===== src/hw/rtl/tsc_pkg.sv =====
// Shared widths, fixed-point constants and register indexes for the Taylor sine/cosine unit.
// Used by tsc_mul, tsc_div and taylor_sine_cosine_unit; depends on nothing else.
package tsc_pkg;

    localparam int ANGLE_W   = 25;
    localparam int THR_W     = 31;
    localparam int Q30_W     = 32;
    localparam int MAG_W     = 57;
    localparam int ACC_W     = 2 * MAG_W;
    localparam int FRAC_W    = 48;
    localparam int HALF_W    = 32;
    localparam int DVD_W     = 64;
    localparam int DIV_STEPS = 8;
    localparam int ANG_DVS_W = 12;
    localparam int THR_SHIFT = 18;
    localparam int Q30_SHIFT = 18;

    localparam logic [MAG_W-1:0] PI_Q36  = 57'h0_0000_3243_F6A8_88;
    localparam logic [MAG_W-1:0] QMAG    = {MAG_W{1'b1}};
    localparam logic [MAG_W-1:0] ONE_Q48 = MAG_W'(1) << FRAC_W;
    localparam logic [Q30_W-1:0] Q30_ONE = Q30_W'(1) << 30;

    // Degrees to radians in one rounding step: (a*pi + 90 + 8*180) / (180*16).
    localparam logic [DVD_W-1:0]     ANG_BIAS    = DVD_W'(1530);
    localparam logic [ANG_DVS_W-1:0] ANG_DIVISOR = ANG_DVS_W'(2880);

    localparam logic [THR_W-1:0] THR_RESET = THR_W'(1074);

    localparam logic REG_STOP_THR  = 1'b0;
    localparam logic REG_EQUAL_THR = 1'b1;

endpackage


===== src/hw/rtl/tsc_mul.sv =====
// Shared 57 x 57 bit magnitude multiplier built from one 32 x 32 multiplier used for four partial products.
// Gives the full product and the Q48 result rounded half up and saturated; uses tsc_pkg.
module tsc_mul (
    input  logic                       aclk,
    input  logic                       aresetn,
    input  logic                       start,
    input  logic [tsc_pkg::MAG_W-1:0]  op_a,
    input  logic [tsc_pkg::MAG_W-1:0]  op_b,
    output logic                       done,
    output logic [tsc_pkg::ACC_W-1:0]  product,
    output logic [tsc_pkg::MAG_W-1:0]  rounded
);
    import tsc_pkg::*;

    localparam int PP_CNT = 4;
    localparam int CNT_W  = 3;
    localparam int PP_W   = 2 * HALF_W;
    localparam int RND_W  = ACC_W - FRAC_W + 1;

    logic              busy_reg;
    logic              done_reg;
    logic [CNT_W-1:0]  cnt_reg;
    logic [MAG_W-1:0]  a_reg;
    logic [MAG_W-1:0]  b_reg;
    logic [PP_W-1:0]   pp_reg;
    logic [1:0]        pp_idx_reg;
    logic [ACC_W-1:0]  acc_reg;
    logic [MAG_W-1:0]  res_reg;

    logic [HALF_W-1:0] a_lo, a_hi, b_lo, b_hi;
    logic [HALF_W-1:0] mul_x, mul_y;
    logic [PP_W-1:0]   pp_next;
    logic [ACC_W-1:0]  pp_shifted;
    logic [ACC_W:0]    rnd_sum;
    logic [RND_W-1:0]  rnd_hi;
    logic [MAG_W-1:0]  sat_next;

    always_comb begin
        a_lo = a_reg[HALF_W-1:0];
        b_lo = b_reg[HALF_W-1:0];
        a_hi = {{(2*HALF_W-MAG_W){1'b0}}, a_reg[MAG_W-1:HALF_W]};
        b_hi = {{(2*HALF_W-MAG_W){1'b0}}, b_reg[MAG_W-1:HALF_W]};
        unique case (cnt_reg[1:0])
            2'd0: begin mul_x = a_lo; mul_y = b_lo; end
            2'd1: begin mul_x = a_lo; mul_y = b_hi; end
            2'd2: begin mul_x = a_hi; mul_y = b_lo; end
            2'd3: begin mul_x = a_hi; mul_y = b_hi; end
        endcase
        pp_next = mul_x * mul_y;
        unique case (pp_idx_reg)
            2'd0:       pp_shifted = ACC_W'(pp_reg);
            2'd1, 2'd2: pp_shifted = ACC_W'(pp_reg) << HALF_W;
            2'd3:       pp_shifted = ACC_W'(pp_reg) << (2 * HALF_W);
        endcase
        rnd_sum = {1'b0, acc_reg} + ((ACC_W+1)'(1) << (FRAC_W - 1));
        rnd_hi  = rnd_sum[ACC_W:FRAC_W];
        if (|rnd_hi[RND_W-1:MAG_W]) begin
            sat_next = QMAG;
        end else begin
            sat_next = rnd_hi[MAG_W-1:0];
        end
    end

    always_ff @(posedge aclk) begin
        if (!aresetn) begin
            busy_reg <= 1'b0;
            done_reg <= 1'b0;
            cnt_reg  <= '0;
        end else begin
            done_reg <= 1'b0;
            if (start) begin
                a_reg    <= op_a;
                b_reg    <= op_b;
                acc_reg  <= '0;
                cnt_reg  <= '0;
                busy_reg <= 1'b1;
            end else if (busy_reg) begin
                if (cnt_reg < CNT_W'(PP_CNT)) begin
                    pp_reg     <= pp_next;
                    pp_idx_reg <= cnt_reg[1:0];
                end
                if (cnt_reg != '0 && cnt_reg <= CNT_W'(PP_CNT)) begin
                    acc_reg <= acc_reg + pp_shifted;
                end
                if (cnt_reg == CNT_W'(PP_CNT + 1)) begin
                    res_reg  <= sat_next;
                    done_reg <= 1'b1;
                    busy_reg <= 1'b0;
                end
                cnt_reg <= cnt_reg + CNT_W'(1);
            end
        end
    end

    assign done    = done_reg;
    assign product = acc_reg;
    assign rounded = res_reg;

endmodule


===== config.mk =====
export PLATFORM = sky130hd
export DESIGN_NAME = tsc_mul
export DESIGN_NICKNAME = d
export VERILOG_FILES = /design/src/hw/rtl/tsc_pkg.sv /design/src/hw/rtl/tsc_mul.sv
export SDC_FILE = /design/constraint.sdc
export NUM_CORES = 2
export LEC_CHECK = 0
export BUFFER_PORTS_ARGS = -buffer_cell sky130_fd_sc_hd__clkbuf_2
export CELL_PAD_IN_SITES_DETAIL_PLACEMENT = 1
export CELL_PAD_IN_SITES_GLOBAL_PLACEMENT = 2
export CORE_AREA = 2 2 429 431
export DETAILED_ROUTE_END_ITERATION = 6
export DIE_AREA = 0 0 431 433
export PLACE_DENSITY = 0.64
export SETUP_SLACK_MARGIN = 0.1
export SKIP_CTS_REPAIR_TIMING = 1
export SYNTH_ARGS = -nofsm -noshare
export SYNTH_HDL_FRONTEND = slang
export SYNTH_SLANG_ARGS = --single-unit

===== constraint.sdc =====
create_clock -name aclk -period 11.15 [get_ports aclk]
set_clock_uncertainty 0.2 [all_clocks]
set_input_delay 2.23 -clock aclk [delete_from_list [all_inputs] [get_ports aclk]]
set_output_delay 2.23 -clock aclk [all_outputs]
set_load 0.05 [all_outputs]

# Word level (Yosys, flattened, before mapping)
# Index checks and enable logic that the tools add are counted.
[op_classes]
add_sub_neg = 3
n_mul = 1
n_lt_le_gt_ge = 2
eq_ne = 7
n_mux = 9
bitwise_logic = 3
n_reduce_logical = 18
[op_table]
columns = ["operator", "n"]
rows = [
  ["$pmux 114 s3", 1],
  ["$mux 114", 2],
  ["$pmux 32 s2", 2],
  ["$add 114x48->115 const B", 1],
  ["$add 114x114->114", 1],
  ["$mul 32x32->64", 1],
  ["$reduce_or 2->1", 6],
  ["$reduce_or 10->1", 1],
  ["$eq 2x2->1 const B", 4],
  ["$reduce_and 4->1", 2],
  ["$eq 2x1->1 const B", 2],
  ["$logic_not 2->1", 2],
  ["$mux 1", 4],
  ["$reduce_bool 2->1", 2],
  ["$add 3x1->3 const B", 1],
  ["$eq 3x3->1 const B", 1],
  ["$le 3x3->1 const B", 1],
  ["$lt 3x3->1 const B", 1],
  ["$not 1->1", 3],
  ["$reduce_and 3->1", 1],
  ["$reduce_bool 3->1", 1],
  ["$reduce_or 3->1", 1],
  ["$reduce_and 2->1", 1],
  ["$logic_and 1x1->1", 1],
]
[word_totals]
regBits = 356
input_bits = 117
output_inout_bits = 172
word_cells = 52

# Logic depth before layout (Yosys ltp)
[depth]
depth_word = 6
ltp_mapped = 36
depth_no_buf = 33

# Least setup slack after synthesis
# OpenSTA, ideal clock, no wires.
[synth_path]
path_kind = "register to register"
start = "register cnt_reg[0]"
end = "register pp_reg[61], data pin"
setup_ns = 0.258
t_arrival_ns = 9.038
required_time_ns = 10.692
setup_slack_ns = 1.654
stages_incl_launch_ff = 32
path_buffers = 2
period_less_slack_ns = 9.496
cell_sequence = "dfxtp_1 > inv_1 > ha_1 > nor2_1 > clkbuf_1 > mux2i_1 > clkbuf_1 > nor2_1 > fa_1 > inv_1 > fa_1 > fa_1 > fa_1 > inv_1 > fa_1 > fa_1 > fa_1 > inv_1 > fa_1 > inv_1 > ha_1 > a21oi_1 > o21ai_1 > a2111oi_2 > a311oi_1 > o21bai_1 > o21bai_1 > a31oi_1 > o221ai_1 > a21oi_1 > o21ai_1 > xnor2_1"
[synth_between]
elab_chain_len = 4
word_cells_on_any_way = 11
classes_between = "mul: 1; eq/ne: 3; mux: 2; reduce/logical: 5"
[synth_lines]
columns = ["item", "line", "source"]
rows = [
  ["start: declaration", "tsc_mul.sv:22", "logic [CNT_W-1:0] cnt_reg;"],
  ["start signal: assignment", "tsc_mul.sv:90", "cnt_reg <= cnt_reg + CNT_W'(1);"],
  ["$eq 2x2->1, or another cell as far along", "tsc_mul.sv:43", "unique case (cnt_reg[1:0])"],
  ["$reduce_or 2->1 (no line)", "n/a", ""],
  ["$pmux 32 s2", "tsc_mul.sv:43", ""],
  ["$mul 32x32->64 (*)", "tsc_mul.sv:49", "pp_next = mul_x * mul_y;"],
  ["named net pp_next[61]", "tsc_mul.sv:32", "logic [PP_W-1:0] pp_next;"],
  ["end signal: assignment", "tsc_mul.sv:79", "pp_reg <= pp_next;"],
  ["end: declaration", "tsc_mul.sv:25", "logic [PP_W-1:0] pp_reg;"],
]
# The timed path passes the listed nets; every way through them passes the cells marked *.
# A chain may end at the register's enable or synchronous reset.

# Worst setup path in the final report
[layout_path]
start = "register cnt_reg[1]"
end = "register pp_reg[62], data pin"
# The elaborated chain is that of the path after synthesis.

==> results.toml <==
[sta]
finalSetupViolCount = 0
worstMarginPinSlew_ns = 1.16
max_slew_margin = 0.225
rsz0062_at_grt = "no"
tns_ns = 0
min_period_ns = 10.52
finalCritPeriodShare = 0.944
fmax_ghz = 0.0951
slew_violations = 0
hold_violations = 0

[synthesis]
ys_seq_elements = 356
synth_nets = 7249
synthArstFlopShare = 0
synth_area_per_cell_um2 = 9.27
synth_common_cells = "948 x inv_1, 897 x fa_1, 814 x nor2_1, 677 x nand2_1, 383 x ha_1"
synth_edf_count = 351
synthTopCellsByArea = "fa_1 33%, edfxtp_1 19%, ha_1 8.8%"
synthesis.instances = 5852
synth_cell_types = 82
synth_top_cell_area_share = 0.331
syn-cell-area_mm2 = 0.0542
synth_top_area_cell = "fa_1"
yosysSeqAreaShare = 0.196
ys.flop_type = "edfxtp_1"
ys_warn_count = 0
synth_most_common_cell = "inv_1"

[global_routing]
grt_max_degree = 85
grt.total_usage = 0.240
gr-total-overflow = 0
antenna_found_initial = 2
grt_pass1_vias = 46000
grt_first_pass_wirelength_mm = 327

[floorplanning]
rows = 157
start_util = 0.298
ios = 289
die_w_um = 431
fp.dieH_um = 433
dieArea_mm2 = 0.187
core-area_mm2 = 0.182

[detailed_routing]
drc = 0
dr.pass1.iters = 5
ant_nets = 0
drt_wl_total_mm = 224
drt_iter0_drc = 2637
vias_per_cell = 5.07
vias = 42600
wl_per_cell_um = 26.7

[worst_setup_path]
rr_endpoint = "pp_reg[62]"
rrSetupSlack_ns = 0.63
criticalPathCategory = "reg -> reg"
reg2reg_from = "cnt_reg[1]"
critPathCaptureType = "flop"
cp_data_arrival_time_ns = 10.80
cp.required_ns = 11.43
ff2ff_path_depth = 32
crit_fanout = 50
worstSetupStartpointType = "flop"
cp_common_cell = "fa_1"
slowest_delay_ns = 0.79
cp_slowest_cell = "mux2i_4"

[cts]
clockRootBuffer = "clkbuf_16"
cts_tree = "done"
clockBufferDepth = 3
cts_sinks = 356
htreeDepth = 2
numCtsBuffers = 47
clock_latency_ns = 0.69
clk_pin_slew_ns = 0.06

[final_layout]
drive_above_1_share = 0.102
nets = 7373
synthToLayoutAreaGrowth_pct = 10.7
nFillCells = 21000
largest_reg_flops = 114

[status]
status = "completed"

[place]
gp_congestion = 0.924
hpwl_mm = 186
port_buffers = 288

[min_path]
hold-path-endpoint = "pp_idx_reg[1]"
hold_path_depth = 0
min_from = "cnt_reg[1]"
hold_class = "reg -> reg"

[run]
max_cap_viol_count = 0
[layout make-up]
type,instances,area [um2],area share
multi-input cells,4219,38900,0.647
flip-flops and latches,356,10600,0.177
inverters,948,3560,0.0593
well taps,2385,2980,0.0497
repair buffers,404,2340,0.0390
clock buffers,55,1230,0.0205
clock inverters,32,394,0.00657
diodes,4,10.0,0.000167
[worst max-delay path: cells and delay by family (launching register included)]
| kind | cells | cell delay, ns |
|---|---|---|
| xor gates and xnor gates | 1 | 0.27 |
| AOI/OAI and AO/OA | 8 | 1.70 |
| adders and majority gates | 10 | 4.74 |
| muxes | 1 | 0.79 |
| buffers and inverters | 9 | 1.26 |
| and+or+nand+nor | 3 | 0.73 |
| DFF | 1 | 0.40 |
[layout by cell type (no fill, tap or decap), drive strengths merged, types with 11 or more instances in the layout]
master,instances
o211ai,11
o21a,19
a21boi,16
nand4,77
nor3,38
nand2b,18
and3,26
a21o,89
inv,952
nor2b,27
clkbuf,342
xnor2,118
a21oi,240
nor2,814
edfxtp,351
nor4,13
clkinv,20
mux2,53
and4,11
a211oi,13
nand2,677
fa,897
nand3,70
a22o,65
ha,383
mux2i,49
o21bai,53
and2,85
o21ai,124
a31oi,26
buf,117
xor2,100
[cells by family after synthesis]
| logic type | synth area share |
|---|---|
| multiplexers | 0.0201 |
| XOR/XNOR | 0.0352 |
| AO/OA/AOI/OAI | 0.0884 |
| flip-flops | 0.196 |
| adder cells (fa/ha/maj) | 0.420 |
| AND/OR/NAND/NOR | 0.148 |
| buffers and inverters | 0.0923 |
[how the worst max path moves through the flow]
stage                from         end  slack [ns]  depth (start not counted)
2_1_floorplan  cnt_reg[0]  pp_reg[61]        1.65                         31
3_5_place_dp   cnt_reg[0]  pp_reg[61]        0.67                         30
3_3_place_gp   cnt_reg[0]  pp_reg[62]        0.82                         32
4_1_cts        cnt_reg[0]  pp_reg[61]        0.63                         30
6_report       cnt_reg[1]  pp_reg[62]        0.63                         32
5_1_grt        cnt_reg[0]  pp_reg[61]        0.14                         30
[per-layer routing]
layer  part of all wire  track usage  up-vias
li1                   -            -    18800
met1               0.45        0.333    22100
met2               0.45        0.388     1420
met3              0.059       0.0352      268
met4              0.034       0.0725        0
met5                  0            0        -
[metrics by stage]
stage               hold slack (ns)  cells   util  instance area [um2]  setup WS, ns
floorplan                     0.281   5852      -                54200          1.65
global placement              0.302   8312  0.321                58400         0.821
detailed placement            0.325   8312  0.321                58400         0.674
CTS                           0.333   8399  0.329                60000         0.628
global route                  0.343   8399  0.329                60000         0.139
finish                        0.333   8403  0.330                60000         0.630
Power is left out: the tool's default activity adds up to more than one toggle a clock period on the data nets, which glitch-free logic cannot reach.
