===== src/hw/rtl/tsc_pkg.sv =====
// Shared widths, fixed-point constants and register indexes for the Taylor sine/cosine unit.
// Used by tsc_mul, tsc_div and taylor_sine_cosine_unit; depends on nothing else.
package tsc_pkg;

    localparam int ANGLE_W   = 25;
    localparam int THR_W     = 31;
    localparam int Q30_W     = 32;
    localparam int MAG_W     = 57;
    localparam int ACC_W     = 2 * MAG_W;
    localparam int FRAC_W    = 48;
    localparam int HALF_W    = 32;
    localparam int DVD_W     = 64;
    localparam int DIV_STEPS = 8;
    localparam int ANG_DVS_W = 12;
    localparam int THR_SHIFT = 18;
    localparam int Q30_SHIFT = 18;

    localparam logic [MAG_W-1:0] PI_Q36  = 57'h0_0000_3243_F6A8_88;
    localparam logic [MAG_W-1:0] QMAG    = {MAG_W{1'b1}};
    localparam logic [MAG_W-1:0] ONE_Q48 = MAG_W'(1) << FRAC_W;
    localparam logic [Q30_W-1:0] Q30_ONE = Q30_W'(1) << 30;

    // Degrees to radians in one rounding step: (a*pi + 90 + 8*180) / (180*16).
    localparam logic [DVD_W-1:0]     ANG_BIAS    = DVD_W'(1530);
    localparam logic [ANG_DVS_W-1:0] ANG_DIVISOR = ANG_DVS_W'(2880);

    localparam logic [THR_W-1:0] THR_RESET = THR_W'(1074);

    localparam logic REG_STOP_THR  = 1'b0;
    localparam logic REG_EQUAL_THR = 1'b1;

endpackage


===== src/hw/rtl/tsc_div.sv =====
// Iterative restoring divider for a 64-bit dividend by a narrow divisor, eight quotient bits a cycle.
// Serves both the degree conversion and the per-term scaling; uses tsc_pkg.
module tsc_div #(
    parameter int DVS_W = 12
) (
    input  logic                       aclk,
    input  logic                       aresetn,
    input  logic                       start,
    input  logic [tsc_pkg::DVD_W-1:0]  dividend,
    input  logic [DVS_W-1:0]           divisor,
    output logic                       done,
    output logic [tsc_pkg::DVD_W-1:0]  quotient
);
    import tsc_pkg::*;

    localparam int CYCLES = DVD_W / DIV_STEPS;
    localparam int CNT_W  = $clog2(CYCLES);

    logic                 busy_reg;
    logic                 done_reg;
    logic [CNT_W-1:0]     cnt_reg;
    logic [DVD_W-1:0]     dvd_reg;
    logic [DVD_W-1:0]     quo_reg;
    logic [DVS_W-1:0]     dvs_reg;
    logic [DVS_W-1:0]     rem_reg;

    logic [DVS_W-1:0]     rem_next;
    logic [DIV_STEPS-1:0] qbits;
    logic [DVS_W:0]       trial;

    always_comb begin
        rem_next = rem_reg;
        qbits    = '0;
        trial    = '0;
        for (int i = 0; i < DIV_STEPS; i++) begin
            trial = {rem_next, dvd_reg[DVD_W-1-i]};
            if (trial >= {1'b0, dvs_reg}) begin
                trial                  = trial - {1'b0, dvs_reg};
                qbits[DIV_STEPS-1-i]   = 1'b1;
            end
            rem_next = trial[DVS_W-1:0];
        end
    end

    always_ff @(posedge aclk) begin
        if (!aresetn) begin
            busy_reg <= 1'b0;
            done_reg <= 1'b0;
            cnt_reg  <= '0;
        end else begin
            done_reg <= 1'b0;
            if (start) begin
                dvd_reg  <= dividend;
                dvs_reg  <= divisor;
                rem_reg  <= '0;
                quo_reg  <= '0;
                cnt_reg  <= '0;
                busy_reg <= 1'b1;
            end else if (busy_reg) begin
                dvd_reg <= dvd_reg << DIV_STEPS;
                quo_reg <= {quo_reg[DVD_W-DIV_STEPS-1:0], qbits};
                rem_reg <= rem_next;
                cnt_reg <= cnt_reg + CNT_W'(1);
                if (cnt_reg == CNT_W'(CYCLES - 1)) begin
                    busy_reg <= 1'b0;
                    done_reg <= 1'b1;
                end
            end
        end
    end

    assign done     = done_reg;
    assign quotient = quo_reg;

endmodule


===== config.mk =====
export PLATFORM = sky130hd
export DESIGN_NAME = tsc_div
export DESIGN_NICKNAME = d
export VERILOG_FILES = /design/src/hw/rtl/tsc_pkg.sv /design/src/hw/rtl/tsc_div.sv
export SDC_FILE = /design/constraint.sdc
export NUM_CORES = 1
export LEC_CHECK = 0
export CAP_MARGIN = 20
export CORE_MARGIN = 5
export CORE_UTILIZATION = 55
export CTS_CLUSTER_DIAMETER = 30
export DETAILED_ROUTE_END_ITERATION = 8
export DONT_BUFFER_PORTS = 1
export PLACE_DENSITY = 0.75
export SYNTH_ARGS = -nofsm -noshare
export SYNTH_HDL_FRONTEND = slang
export SYNTH_SLANG_ARGS = --single-unit
export TNS_END_PERCENT = 50

===== constraint.sdc =====
create_clock -name aclk -period 20.6 [get_ports aclk]
set_input_delay 4.12 -clock aclk [delete_from_list [all_inputs] [get_ports aclk]]
set_output_delay 4.12 -clock aclk [all_outputs]
set_load 0.02 [all_outputs]

Word level (Yosys, flattened, before mapping)
Cells that the tools add are included.

Output and inout bits: 65. Bits in latches: 0. Memories kept: 0. Register bits: 157. Word-level logic and storage cells: 56. Memory bits (writable): 0. ROM bits: 0. Input port bits: 79.

Div/mod/pow operators: 0. Bitwise logic cells: 2. Reductions and logical operators: 5. Equality and inequality tests: 1. Muxes and demuxes: 24. Add/sub/neg operators: 9. Shift-type cells: 0. $mul: 0. Order comparisons: 8.

Operators with widths (number): 64-bit two-way mux (3); 12-bit two-way mux (9); 13-bit by 12-bit >= comparator with 1-bit output (8); 12-bit subtractor (8); 1-bit two-way mux (12); 2-bit AND reduction (2); 3-bit by 1-bit adder with 3-bit output, second input constant (1); 3-bit == test, second input constant (1); 3-bit OR reduction (1); 1-bit NOT (2); 2-bit nonzero test (1); 2-bit OR reduction (1).

Longest topological paths before layout
Gate-level depths: netlist of run 1.

Depth in word-level cells: 17. Mapped depth: 100. Mapped depth without buffers: 92.

Worst setup path before layout of run 1
Ideal clock, no wire load.

Path kind: reg-to-reg. From: register dvs_reg[1]. To: register rem_reg[10], data pin. Cell stages (with the launch flop): 97. Arrival time: 20080 ps. Data required time: 20334 ps. Slack: 254 ps. Clock period less this slack: 20346 ps. Path through: edfxtp_1 > inv_1 > ha_1 > nand3b_1 > a211oi_1 > o21ai_1 > nand2_1 > mux2_2 > ha_1 > a21o_1 > a21o_1 > a221o_1 > a221oi_4 > o311ai_4 > buf_6 > clkbuf_1 > o21ai_0 > inv_1 > (+61 left out) > o21a_1 > mux2i_1 > ha_1 > nor2b_1 > o21ai_0 > a21boi_0 > o21ai_0 > a21boi_0 > o21ai_0 > a21boi_0 > o21ai_0 > a21oi_1 > o31ai_1 > o211ai_1 > a211oi_4 > buf_6 > mux2i_1 > nor2_1.

Word-level cells in the longest chain between the ends: 17. Elaborated cells on any way between the ends: 25. Classes of those cells: add/sub (8); order compare (8); mux (9).

RTL lines: start, declared (line tsc_div.sv:24) `logic [DVS_W-1:0] dvs_reg;`; start signal, assigned (line tsc_div.sv:54) `dvs_reg <= divisor;`; 12-bit subtractor or 13-bit by 12-bit >= comparator with 1-bit output (tied branches) (line tsc_div.sv:38, tsc_div.sv:37); 12-bit two-way mux (line tsc_div.sv:37) `if (trial >= {1'b0, dvs_reg}) begin`; 12-bit subtractor or 13-bit by 12-bit >= comparator with 1-bit output (tied branches) (line tsc_div.sv:38, tsc_div.sv:37); 12-bit two-way mux (line tsc_div.sv:37); 12-bit subtractor or 13-bit by 12-bit >= comparator with 1-bit output (tied branches) (line tsc_div.sv:38, tsc_div.sv:37); 12-bit two-way mux (line tsc_div.sv:37); 12-bit subtractor or 13-bit by 12-bit >= comparator with 1-bit output (tied branches) (line tsc_div.sv:38, tsc_div.sv:37); 12-bit two-way mux (line tsc_div.sv:37); 12-bit subtractor or 13-bit by 12-bit >= comparator with 1-bit output (tied branches) (line tsc_div.sv:38, tsc_div.sv:37); 12-bit two-way mux (line tsc_div.sv:37); 12-bit subtractor or 13-bit by 12-bit >= comparator with 1-bit output (tied branches) (line tsc_div.sv:38, tsc_div.sv:37); 12-bit two-way mux (line tsc_div.sv:37); 12-bit subtractor or 13-bit by 12-bit >= comparator with 1-bit output (tied branches) (line tsc_div.sv:38, tsc_div.sv:37); 12-bit two-way mux (line tsc_div.sv:37); 12-bit subtractor or 13-bit by 12-bit >= comparator with 1-bit output (tied branches) (line tsc_div.sv:38, tsc_div.sv:37); 12-bit two-way mux * (line tsc_div.sv:37); 12-bit two-way mux * (line tsc_div.sv:59) `end else if (busy_reg) begin`; end signal, assigned (line tsc_div.sv:62) `rem_reg <= rem_next;`; end, declared (line tsc_div.sv:25) `logic [DVS_W-1:0] rem_reg;`.

Every way passes the cells marked *; elsewhere a longest branch is shown, timed or not. The select of a mux whose other input is x is not followed. A chain may end at the register's enable or synchronous reset.

Worst setup path in the final report of run 1
From: register dvs_reg[10]. To: register rem_reg[7], data pin.

Word-level cells in the longest chain between the ends: 17. Elaborated cells on any way between the ends: 25. Classes of those cells: add/sub (8); order compare (8); mux (9).

RTL lines (line): 12-bit subtractor or 13-bit by 12-bit >= comparator with 1-bit output (tied branches) (tsc_div.sv:38, tsc_div.sv:37); 12-bit two-way mux (tsc_div.sv:37); 12-bit subtractor or 13-bit by 12-bit >= comparator with 1-bit output (tied branches) (tsc_div.sv:38, tsc_div.sv:37); 12-bit two-way mux (tsc_div.sv:37); 13-bit by 12-bit >= comparator with 1-bit output or 12-bit subtractor (tied branches) (tsc_div.sv:37, tsc_div.sv:38); 12-bit two-way mux (tsc_div.sv:37); 12-bit subtractor or 13-bit by 12-bit >= comparator with 1-bit output (tied branches) (tsc_div.sv:38, tsc_div.sv:37); 12-bit two-way mux (tsc_div.sv:37); 12-bit subtractor or 13-bit by 12-bit >= comparator with 1-bit output (tied branches) (tsc_div.sv:38, tsc_div.sv:37); 12-bit two-way mux (tsc_div.sv:37); 12-bit subtractor or 13-bit by 12-bit >= comparator with 1-bit output (tied branches) (tsc_div.sv:38, tsc_div.sv:37); 12-bit two-way mux (tsc_div.sv:37); 12-bit subtractor or 13-bit by 12-bit >= comparator with 1-bit output (tied branches) (tsc_div.sv:38, tsc_div.sv:37); 12-bit two-way mux (tsc_div.sv:37); 12-bit subtractor or 13-bit by 12-bit >= comparator with 1-bit output (tied branches) (tsc_div.sv:38, tsc_div.sv:37); 12-bit two-way mux * (tsc_div.sv:37); 12-bit two-way mux * (tsc_div.sv:59).

Marked as above.

==> results.py, run 1 <==
metrics = {
    "run_status": {
        "status": "completed",
    },
    "synth": {
        "synth_fp_nets": 1295,
        "synth.distinct_cells": 73,
        "yosys.cell_count.top_type": "edfxtp_1",
        "synthCells": 1110,
        "ys_warn_count": 0,
        "synth_top_cell_by_area": "edfxtp_1",
        "synthArstFlopShare_pct": 0,
        "synthTopCellsByArea": "edfxtp_1 (39%), ha_1 (11%), mux2_2 (8.3%)",
        "synth_compound_area_share_pct": 13.5,
        "synth_mux_area_share_pct": 12.1,
        "synthesis.area_um2": 11600,
        "ys.flop_type": "edfxtp_1",
        "synth_edf_count": 152,
        "yosysTopAreaCellShare_pct": 39.4,
        "synth_top_family_by_area": "simple AND/OR/NAND/NOR gates",
        "synth_fa_ha_area_share_pct": 12.0,
        "synth_xor_area_share_pct": 4.16,
        "synth_commonest_cells": "edfxtp_1 (152), ha_1 (98), mux2_2 (85)",
        "synthSimpleGateAreaFrac_pct": 14.7,
        "syn_area_per_cell_um2": 10.4,
        "ys_ff_latch": 157,
        "yosysSeqAreaShare_pct": 40.3,
    },
    "run": {
        "maxCapViolCount": 0,
    },
    "final_layout": {
        "stdcell_count": 1429,
        "syn_to_final_growth_pct": 10.1,
        "antenna_cells": 0,
        "stdcell_area_um2": 12800,
        "drive_gt1_share_pct": 16.4,
        "nets": 1326,
        "multi_input_area_um2": 6630,
        "layout.area.seq_um2": 4660,
        "final_util_pct": 61.1,
        "num-fill-cells": 1681,
    },
    "cts": {
        "clk_path_buf_depth": 2,
        "cts_buffers": 17,
        "root_buffer": "clkbuf_16",
        "htreeDepth": 4,
        "hold_buffers": 0,
        "clock_sinks": 157,
        "clk_latency_ns": 0.42,
        "path_clk_slew_ns": 0.06,
        "cts_tree": "built",
    },
    "floorplanning": {
        "core-area_um2": 20900,
        "initial_core_util_pct": 55.5,
        "rows": 53,
        "ios": 144,
        "die_w_um": 155,
        "die_area_um2": 24100,
        "dieHeight_um": 155,
    },
    "timing": {
        "period_share_pct": 94.1,
        "hold_violations": 0,
        "finClkSkew_ns": 0.0126,
        "slew_viol_final": 0,
        "fmax_mhz": 51.6,
        "min_period_ns": 19.38,
        "setup_slack_ns": 1.22,
        "slew_headroom_pct": 27.4,
        "worstMarginPinSlew_ns": 1.09,
        "finalSetupViolations": 0,
    },
    "place": {
        "place.gp.congestion": 0.992,
        "dpl_cell_area_um2": 12000,
        "dp_cells": 1383,
        "hpwl_mm": 21.9,
        "port_buffers": 0,
        "place_ws_ns": -0.220,
    },
    "critical_path": {
        "cpPeakStageDelay_ns": 0.62,
        "path_max_fanout": 14,
        "crit_buf_inv": 9,
        "required_ns": 20.76,
        "endpoint_kind": "flip-flop",
        "startpoint_type": "flip-flop",
        "critPathTopFamily": "compound AO/OA/AOI/OAI gates",
        "worstPathArrival_ns": 19.54,
        "critPathKind": "reg -> reg",
        "cpMaxStageDelayCell": "or4b_2",
    },
    "global_routing": {
        "grt_max_degree": 141,
        "antenna_found_initial": 0,
        "grt_pass1_wl_mm": 43.8,
        "grt_overflow": 0,
        "track_usage_pct": 23.2,
        "grt_pass1_vias": 8188,
    },
    "hold_path": {
        "hold_path_class": "reg -> reg",
    },
    "drt": {
        "initialDrtViolationCount": 672,
        "route.detailed.drc": 0,
        "postRouteAntennaNets": 0,
        "vias_per_cell": 6.02,
        "firstDrtPassIters": 5,
        "wl_per_cell_um": 20.1,
        "via_count": 8607,
        "drt-total-wl_mm": 28.7,
    },
}
-- worst reg2reg max path, delay by kind of cell (launching register included) --
kind,cells,cell delay [ns]
AO/OA/AOI/OAI,46,9.26
adder cells (fa/ha/maj),8,2.65
buffers and inverters,9,1.60
flip-flops,1,0.37
multiplexers,8,2.21
AND/OR/NAND/NOR,15,3.06
-- path summary, 6_finish.rpt --
check / start / to / slack [ns] / cells past startpoint
hold reg to reg: cnt_reg[1]$_SDFFE_PP0P_ / cnt_reg[1]$_SDFFE_PP0P_ / 0.50 / 2
setup reg to reg: dvs_reg[10]$_DFFE_PP_ / rem_reg[7]$_SDFFCE_PP0P_ / 1.22 / 86
hold / removal: cnt_reg[1]$_SDFFE_PP0P_ / cnt_reg[1]$_SDFFE_PP0P_ / 0.50 / 2
setup / recovery: dvs_reg[10]$_DFFE_PP_ / rem_reg[7]$_SDFFCE_PP0P_ / 1.22 / 86
-- what timing repair did --
item / in CTS / in global routing
pin swaps: 1 / 3
hold endpoints to repair: 0 / 0
resized for setup: 0 / 30
cloned: 0 / 1
setup endpoints to repair: 13 / 13
setup buffers: 1 / 12
-- stage by stage --
step | setup TNS [ns] | hold slack, ns
2_1_floorplan | 0 | 0.465
3_3_place_gp | 0 | 0.481
3_5_place_dp | -2.16 | 0.489
4_1_cts | 0 | 0.503
5_1_grt | -0.102 | 0.523
6_report | 0 | 0.500
-- layout by cell type (no fill, tap or decap), types with 4 or more instances in the layout --
master	netlist	final
o211ai_1	7	7
o21bai_1	4	4
nor2b_1	77	77
edfxtp_1	152	152
o21ai_1	1	10
and3_1	6	6
a211oi_1	12	10
a21oi_1	71	68
xnor2_1	39	39
o21a_1	18	15
nand2b_1	10	10
o31a_1	5	5
clkbuf_16	0	17
fa_1	8	8
nand4_1	14	14
a21o_1	20	20
nor3_1	12	12
or4_1	4	4
o21ai_0	57	47
nand3b_1	4	4
inv_6	0	7
dfxtp_1	5	5
nand3_1	17	17
a21boi_0	13	12
and2_1	16	15
nor2_1	71	70
xor2_1	16	16
or3_1	6	6
mux2i_1	45	44
ha_1	98	96
nand2_1	69	69
mux2_2	85	85
inv_1	65	65
buf_4	0	39
-- final cells by class --
cell class | count | area share (%)
multi-input cells | 859 | 52.0
flip-flops and latches | 157 | 36.6
clock buffers | 18 | 3.36
well taps | 275 | 2.70
repair buffers | 41 | 2.54
inverters | 65 | 1.91
clock inverters | 14 | 0.932
-- per-layer routing --
metal / routed length [um] / up-vias / GRT usage (%)
li1: - / 4156 / -
met1: 12000 / 4070 / 30.6
met2: 13700 / 326 / 37.5
met3: 2140 / 55 / 5.59
met4: 816 / 0 / 8.16
met5: 0 / - / 0
-- kinds of logic (layout without fill, tap and decap cells) --
logic type                 count (synthesis)  in the layout
AOI/OAI and AO/OA                        240            241
xor gates and xnor gates                  55             55
adders and majority gates                106            106
buffers and inverters                     95            138
DFF                                      157            157
muxes                                    130            130
and+or+nand+nor                          327            327
Power of run 1 is left out: the tool's default activity adds up to more than one toggle a clock period on the data nets, which glitch-free logic cannot reach.
==> run 2: changes to the inputs <==
--- a/config.mk
+++ b/config.mk
@@ -13,4 +13,5 @@
 export DONT_BUFFER_PORTS = 1
 export PLACE_DENSITY = 0.75
+export REMOVE_ABC_BUFFERS = 1
 export SYNTH_ARGS = -nofsm -noshare
 export SYNTH_HDL_FRONTEND = slang
==> constraint.sdc (replaced) <==
create_clock -name aclk -period 20.6 [get_ports aclk]
set_input_delay 2.06 -clock aclk [delete_from_list [all_inputs] [get_ports aclk]]
set_output_delay 2.06 -clock aclk [all_outputs]
set_load 0.02 [all_outputs]
==> run 2 against run 1 <==
The run now ends with capacitance limit left. Critical path depth is 1 higher. Register-to-register slack better by 0.04 ns. Clock-buffer cell count down 1. Hold slack got worse by 0.00062 ns. Worst setup slack gained 0.038 ns. Global-route usage grew 0.78 points. Critical endpoint is now rem_reg[9]$_SDFFCE_PP0P_.
==> results.py, run 2 (synthesized netlist as in run 1, its figures left out) <==
metrics = {
    "run_status": {
        "status": "finished, violations left",
        "violations": "capacitance limit",
    },
    "critical_path": {
        "cpMaxStageDelayCell": "or4b_2",
        "critPathTopFamily": "compound AO/OA/AOI/OAI gates",
        "endpoint_kind": "flip-flop",
        "worstPathArrival_ns": 19.61,
        "required_ns": 20.87,
        "path_max_fanout": 14,
        "startpoint_type": "flip-flop",
        "crit_buf_inv": 7,
        "critPathKind": "reg -> reg",
        "cpPeakStageDelay_ns": 0.62,
    },
    "drt": {
        "via_count": 8828,
        "route.detailed.drc": 0,
        "postRouteAntennaNets": 0,
        "vias_per_cell": 6.19,
        "wl_per_cell_um": 20.8,
        "firstDrtPassIters": 5,
        "initialDrtViolationCount": 841,
        "drt-total-wl_mm": 29.7,
    },
    "global_routing": {
        "antenna_found_initial": 2,
        "grt_pass1_vias": 8443,
        "grt_pass1_wl_mm": 45.1,
        "track_usage_pct": 24.0,
        "grt_max_degree": 141,
        "grt_overflow": 0,
    },
    "timing": {
        "min_period_ns": 19.34,
        "worstMarginPinSlew_ns": 1.46,
        "holdWs_ns": 0.500,
        "finClkSkew_ns": 0.0181,
        "period_share_pct": 93.9,
        "hold_violations": 0,
        "finalSetupViolations": 0,
        "slew_viol_final": 0,
        "fmax_mhz": 51.7,
        "slew_headroom_pct": 1.53,
    },
    "floorplanning": {
        "initial_core_util_pct": 55.5,
        "die_area_um2": 24100,
        "dieHeight_um": 155,
        "ios": 144,
        "core-area_um2": 20900,
        "die_w_um": 155,
        "rows": 53,
    },
    "cts": {
        "root_buffer": "clkbuf_16",
        "htreeDepth": 4,
        "clock_sinks": 157,
        "cts_buffers": 17,
        "path_clk_slew_ns": 0.07,
        "hold_buffers": 0,
        "cts_tree": "built",
        "clk_path_buf_depth": 2,
        "clk_latency_ns": 0.43,
    },
    "final_layout": {
        "stdcell_area_um2": 12800,
        "syn_to_final_growth_pct": 10.8,
        "final_cell_mix": "edfxtp_1 (152), ha_1 (94), mux2_2 (85)",
        "drive_gt1_share_pct": 16.4,
        "final_common_cell": "edfxtp_1",
        "num-fill-cells": 1672,
        "nets": 1324,
        "antenna_cells": 0,
    },
    "place": {
        "port_buffers": 0,
        "dpl_cell_area_um2": 12000,
        "place.gp.congestion": 0.973,
        "hpwl_mm": 21.8,
    },
    "run": {
        "maxCapViolCount": 1,
    },
    "hold_path": {
        "hold_path_class": "reg -> reg",
    },
}
==> run 2: final timing paths <==
kind | from | endpoint | slack, ns | depth (start not counted)
max | rem_reg[3]$_SDFFCE_PP0P_ | rem_reg[9]$_SDFFCE_PP0P_ | 1.26 | 87
min | cnt_reg[1]$_SDFFE_PP0P_ | cnt_reg[1]$_SDFFE_PP0P_ | 0.50 | 2
max reg2reg | rem_reg[3]$_SDFFCE_PP0P_ | rem_reg[9]$_SDFFCE_PP0P_ | 1.26 | 87
min reg2reg | cnt_reg[1]$_SDFFE_PP0P_ | cnt_reg[1]$_SDFFE_PP0P_ | 0.50 | 2
==> run 2: repair_timing <==
action,in CTS,in global routing
buffers inserted,1,6
resized for setup,0,33
setup endpoints to repair,13,13
hold endpoints to repair,0,0
gates cloned,0,3
pin swaps,1,3
==> run 2: metal layers <==
metal / track usage, % / share of wire (%)
met5: 0 / 0.071
met4: 8.41 / 3.3
met3: 7.40 / 11
met2: 37.2 / 45
met1: 31.9 / 40
==> run 2: metrics by stage <==
step,setup TNS [ns],instances,utilization (%),setup WS (ns)
final,0,1426,61.4,1.26
after global routing,-0.253,1426,61.4,-0.0555
after CTS,0,1417,60.6,0.265
after detailed placement,-0.0239,1385,57.6,-0.0158
after global placement,0,1385,57.6,0.551
after floorplan,0,1080,-,0.135
==> run 2: cell type report <==
type | instances | area (um^2) | area share [%]
clock buffer | 17 | 425 | 3.31
inverter | 65 | 244 | 1.90
timing repair buffer | 37 | 290 | 2.26
clock inverter | 14 | 170 | 1.33
multi-input combinational | 861 | 6700 | 52.2
sequential | 157 | 4660 | 36.3
tap | 275 | 344 | 2.68
==> run 2: tightest hold or removal path, delay by kind of cell (launching register included) <==
family        cells  cell delay, ns
simple gates      1            0.07
mux               1            0.07
flops             1            0.33
Power of run 2 is left out for the same reason.
==> run 3: changes to the inputs <==
Settings changed: CORE_UTILIZATION 55 to 50, PLACE_DENSITY 0.75 to 0.7.
==> run 3 against run 2 <==
The flow now finishes without violations. Non-clock buffer count is 4 lower. Design area is 0.37% lower. Via count is 1.3% lower. Register-to-register slack worse by 0.30 ns. Global-route usage is 2.1 points lower. First-iteration DRC count is 6.1% higher. Clock-buffer cell count stayed put. Clock skew is 0.0067 ns lower. Largest cell class unchanged. Sequential share of layout area is 0.14 points higher. Flip-flop and latch count stayed put.
==> results.py, run 3 (synthesized netlist as in run 1, its figures left out) <==
metrics = {
    "timing": {
        "slew_headroom_pct": 10.8,
        "min_period_ns": 19.64,
        "setup_slack_ns": 0.962,
        "worstMarginPinSlew_ns": 1.33,
        "period_share_pct": 95.3,
        "hold_violations": 0,
        "finClkSkew_ns": 0.0114,
        "holdWs_ns": 0.530,
        "slew_viol_final": 0,
        "finalSetupViolations": 0,
        "fmax_mhz": 50.9,
    },
    "hold_path": {
        "worstHoldStart": "cnt_reg[2]$_SDFFE_PP0P_",
        "hold_path_class": "reg -> reg",
        "min_to": "cnt_reg[2]$_SDFFE_PP0P_",
        "worstHoldPathCells": 2,
    },
    "place": {
        "place.gp.congestion": 0.956,
        "dpl_cell_area_um2": 12100,
        "place_ws_ns": -0.0661,
        "port_buffers": 0,
        "hpwl_mm": 22.3,
        "dp_cells": 1394,
    },
    "critical_path": {
        "path_max_fanout": 14,
        "cpPeakStageDelay_ns": 0.64,
        "worstPathArrival_ns": 19.82,
        "required_ns": 20.78,
        "startpoint_type": "flip-flop",
        "critPathKind": "reg -> reg",
        "cpMaxStageDelayCell": "or4b_2",
        "r2r_end": "rem_reg[10]$_SDFFCE_PP0P_",
        "reg2regPathDepth": 81,
        "endpoint_kind": "flip-flop",
        "r2r_start": "rem_reg[5]$_SDFFCE_PP0P_",
        "reg2reg_slack_ns": 0.96,
    },
    "global_routing": {
        "track_usage_pct": 21.9,
        "grt_pass1_vias": 8360,
        "antenna_found_initial": 1,
        "grt_max_degree": 141,
        "grt_pass1_wl_mm": 45.3,
        "grt_overflow": 0,
    },
    "cts": {
        "clk_latency_ns": 0.42,
        "cts_buffers": 17,
        "cts_tree": "built",
        "clk_path_buf_depth": 2,
        "clock_sinks": 157,
        "path_clk_slew_ns": 0.07,
        "htreeDepth": 4,
        "root_buffer": "clkbuf_16",
        "hold_buffers": 0,
    },
    "run": {
        "maxCapViolCount": 0,
    },
    "final_layout": {
        "syn_to_final_growth_pct": 10.4,
        "drive_gt1_share_pct": 16.0,
        "final_cell_mix": "edfxtp_1 (152), ha_1 (95), mux2_2 (85)",
        "stdcell_area_um2": 12800,
        "num-fill-cells": 1926,
        "nets": 1319,
        "final_common_cell": "edfxtp_1",
        "layout.area.seq_um2": 4660,
        "multi_input_area_um2": 6680,
        "stdcell_count": 1432,
    },
    "floorplanning": {
        "dieHeight_um": 162,
        "initial_core_util_pct": 51.0,
        "ios": 144,
        "rows": 55,
        "die_area_um2": 26300,
        "core-area_um2": 22700,
        "die_w_um": 162,
    },
    "run_status": {
        "status": "completed",
    },
    "drt": {
        "via_count": 8714,
        "postRouteAntennaNets": 0,
        "wl_per_cell_um": 20.7,
        "route.detailed.drc": 0,
        "initialDrtViolationCount": 892,
        "firstDrtPassIters": 5,
        "vias_per_cell": 6.09,
        "drt-total-wl_mm": 29.7,
    },
}
-- run 3: metal layers --
layer / global-route usage (%) / part of all wire [%] / up-vias
met1: 28.8 / 42 / 4133
met2: 35.8 / 47 / 375
met3: 5.30 / 8.8 / 61
li1: - / - / 4145
met5: 0 / 0 / -
met4: 7.04 / 2.9 / 0
-- run 3: worst max path at each step --
stage	start	to	slack (ns)
finish	rem_reg[5]$_SDFFCE_PP0P_	rem_reg[10]$_SDFFCE_PP0P_	0.96
global route	dvs_reg[6]$_DFFE_PP_	rem_reg[10]$_SDFFCE_PP0P_	-0.13
CTS	rem_reg[9]$_SDFFCE_PP0P_	rem_reg[10]$_SDFFCE_PP0P_	0.31
detailed placement	rem_reg[9]$_SDFFCE_PP0P_	rem_reg[10]$_SDFFCE_PP0P_	-0.07
global placement	dvs_reg[6]$_DFFE_PP_	rem_reg[10]$_SDFFCE_PP0P_	0.63
floorplan	dvs_reg[1]$_DFFE_PP_	rem_reg[11]$_SDFFCE_PP0P_	0.13
-- run 3: layout make-up --
type	count	share of cell area (%)
Multi-Input combinational cell	860	52.2
Tap cell	285	2.79
Inverter	65	1.91
Timing Repair Buffer	33	2.13
Clock inverter	14	1.14
Sequential cell	157	36.5
Clock buffer	17	3.33
Antenna cell	1	0.0196
-- run 3: what timing repair did --
action	CTS	global route
gates resized for setup	0	29
pin swaps	1	6
buffers inserted	1	3
setup endpoints to repair	13	13
cloned	0	2
-- run 3: through the flow --
stage / util, % / setup TNS [ns]
after global routing: 56.3 / -0.947
final: 56.3 / 0
after detailed placement: 53.1 / -0.260
after global placement: 53.1 / 0
after CTS: 55.7 / 0
after floorplan: - / 0
-- run 3: worst max-delay path, delay by kind of cell (launching register included) --
family,cells,cell delay [ns]
muxes,7,2.02
adders and majority gates,8,2.61
buffers and inverters,6,1.02
DFF,1,0.44
and+or+nand+nor,15,3.60
AOI/OAI and AO/OA,45,9.68
Power of run 3 is left out for the same reason.
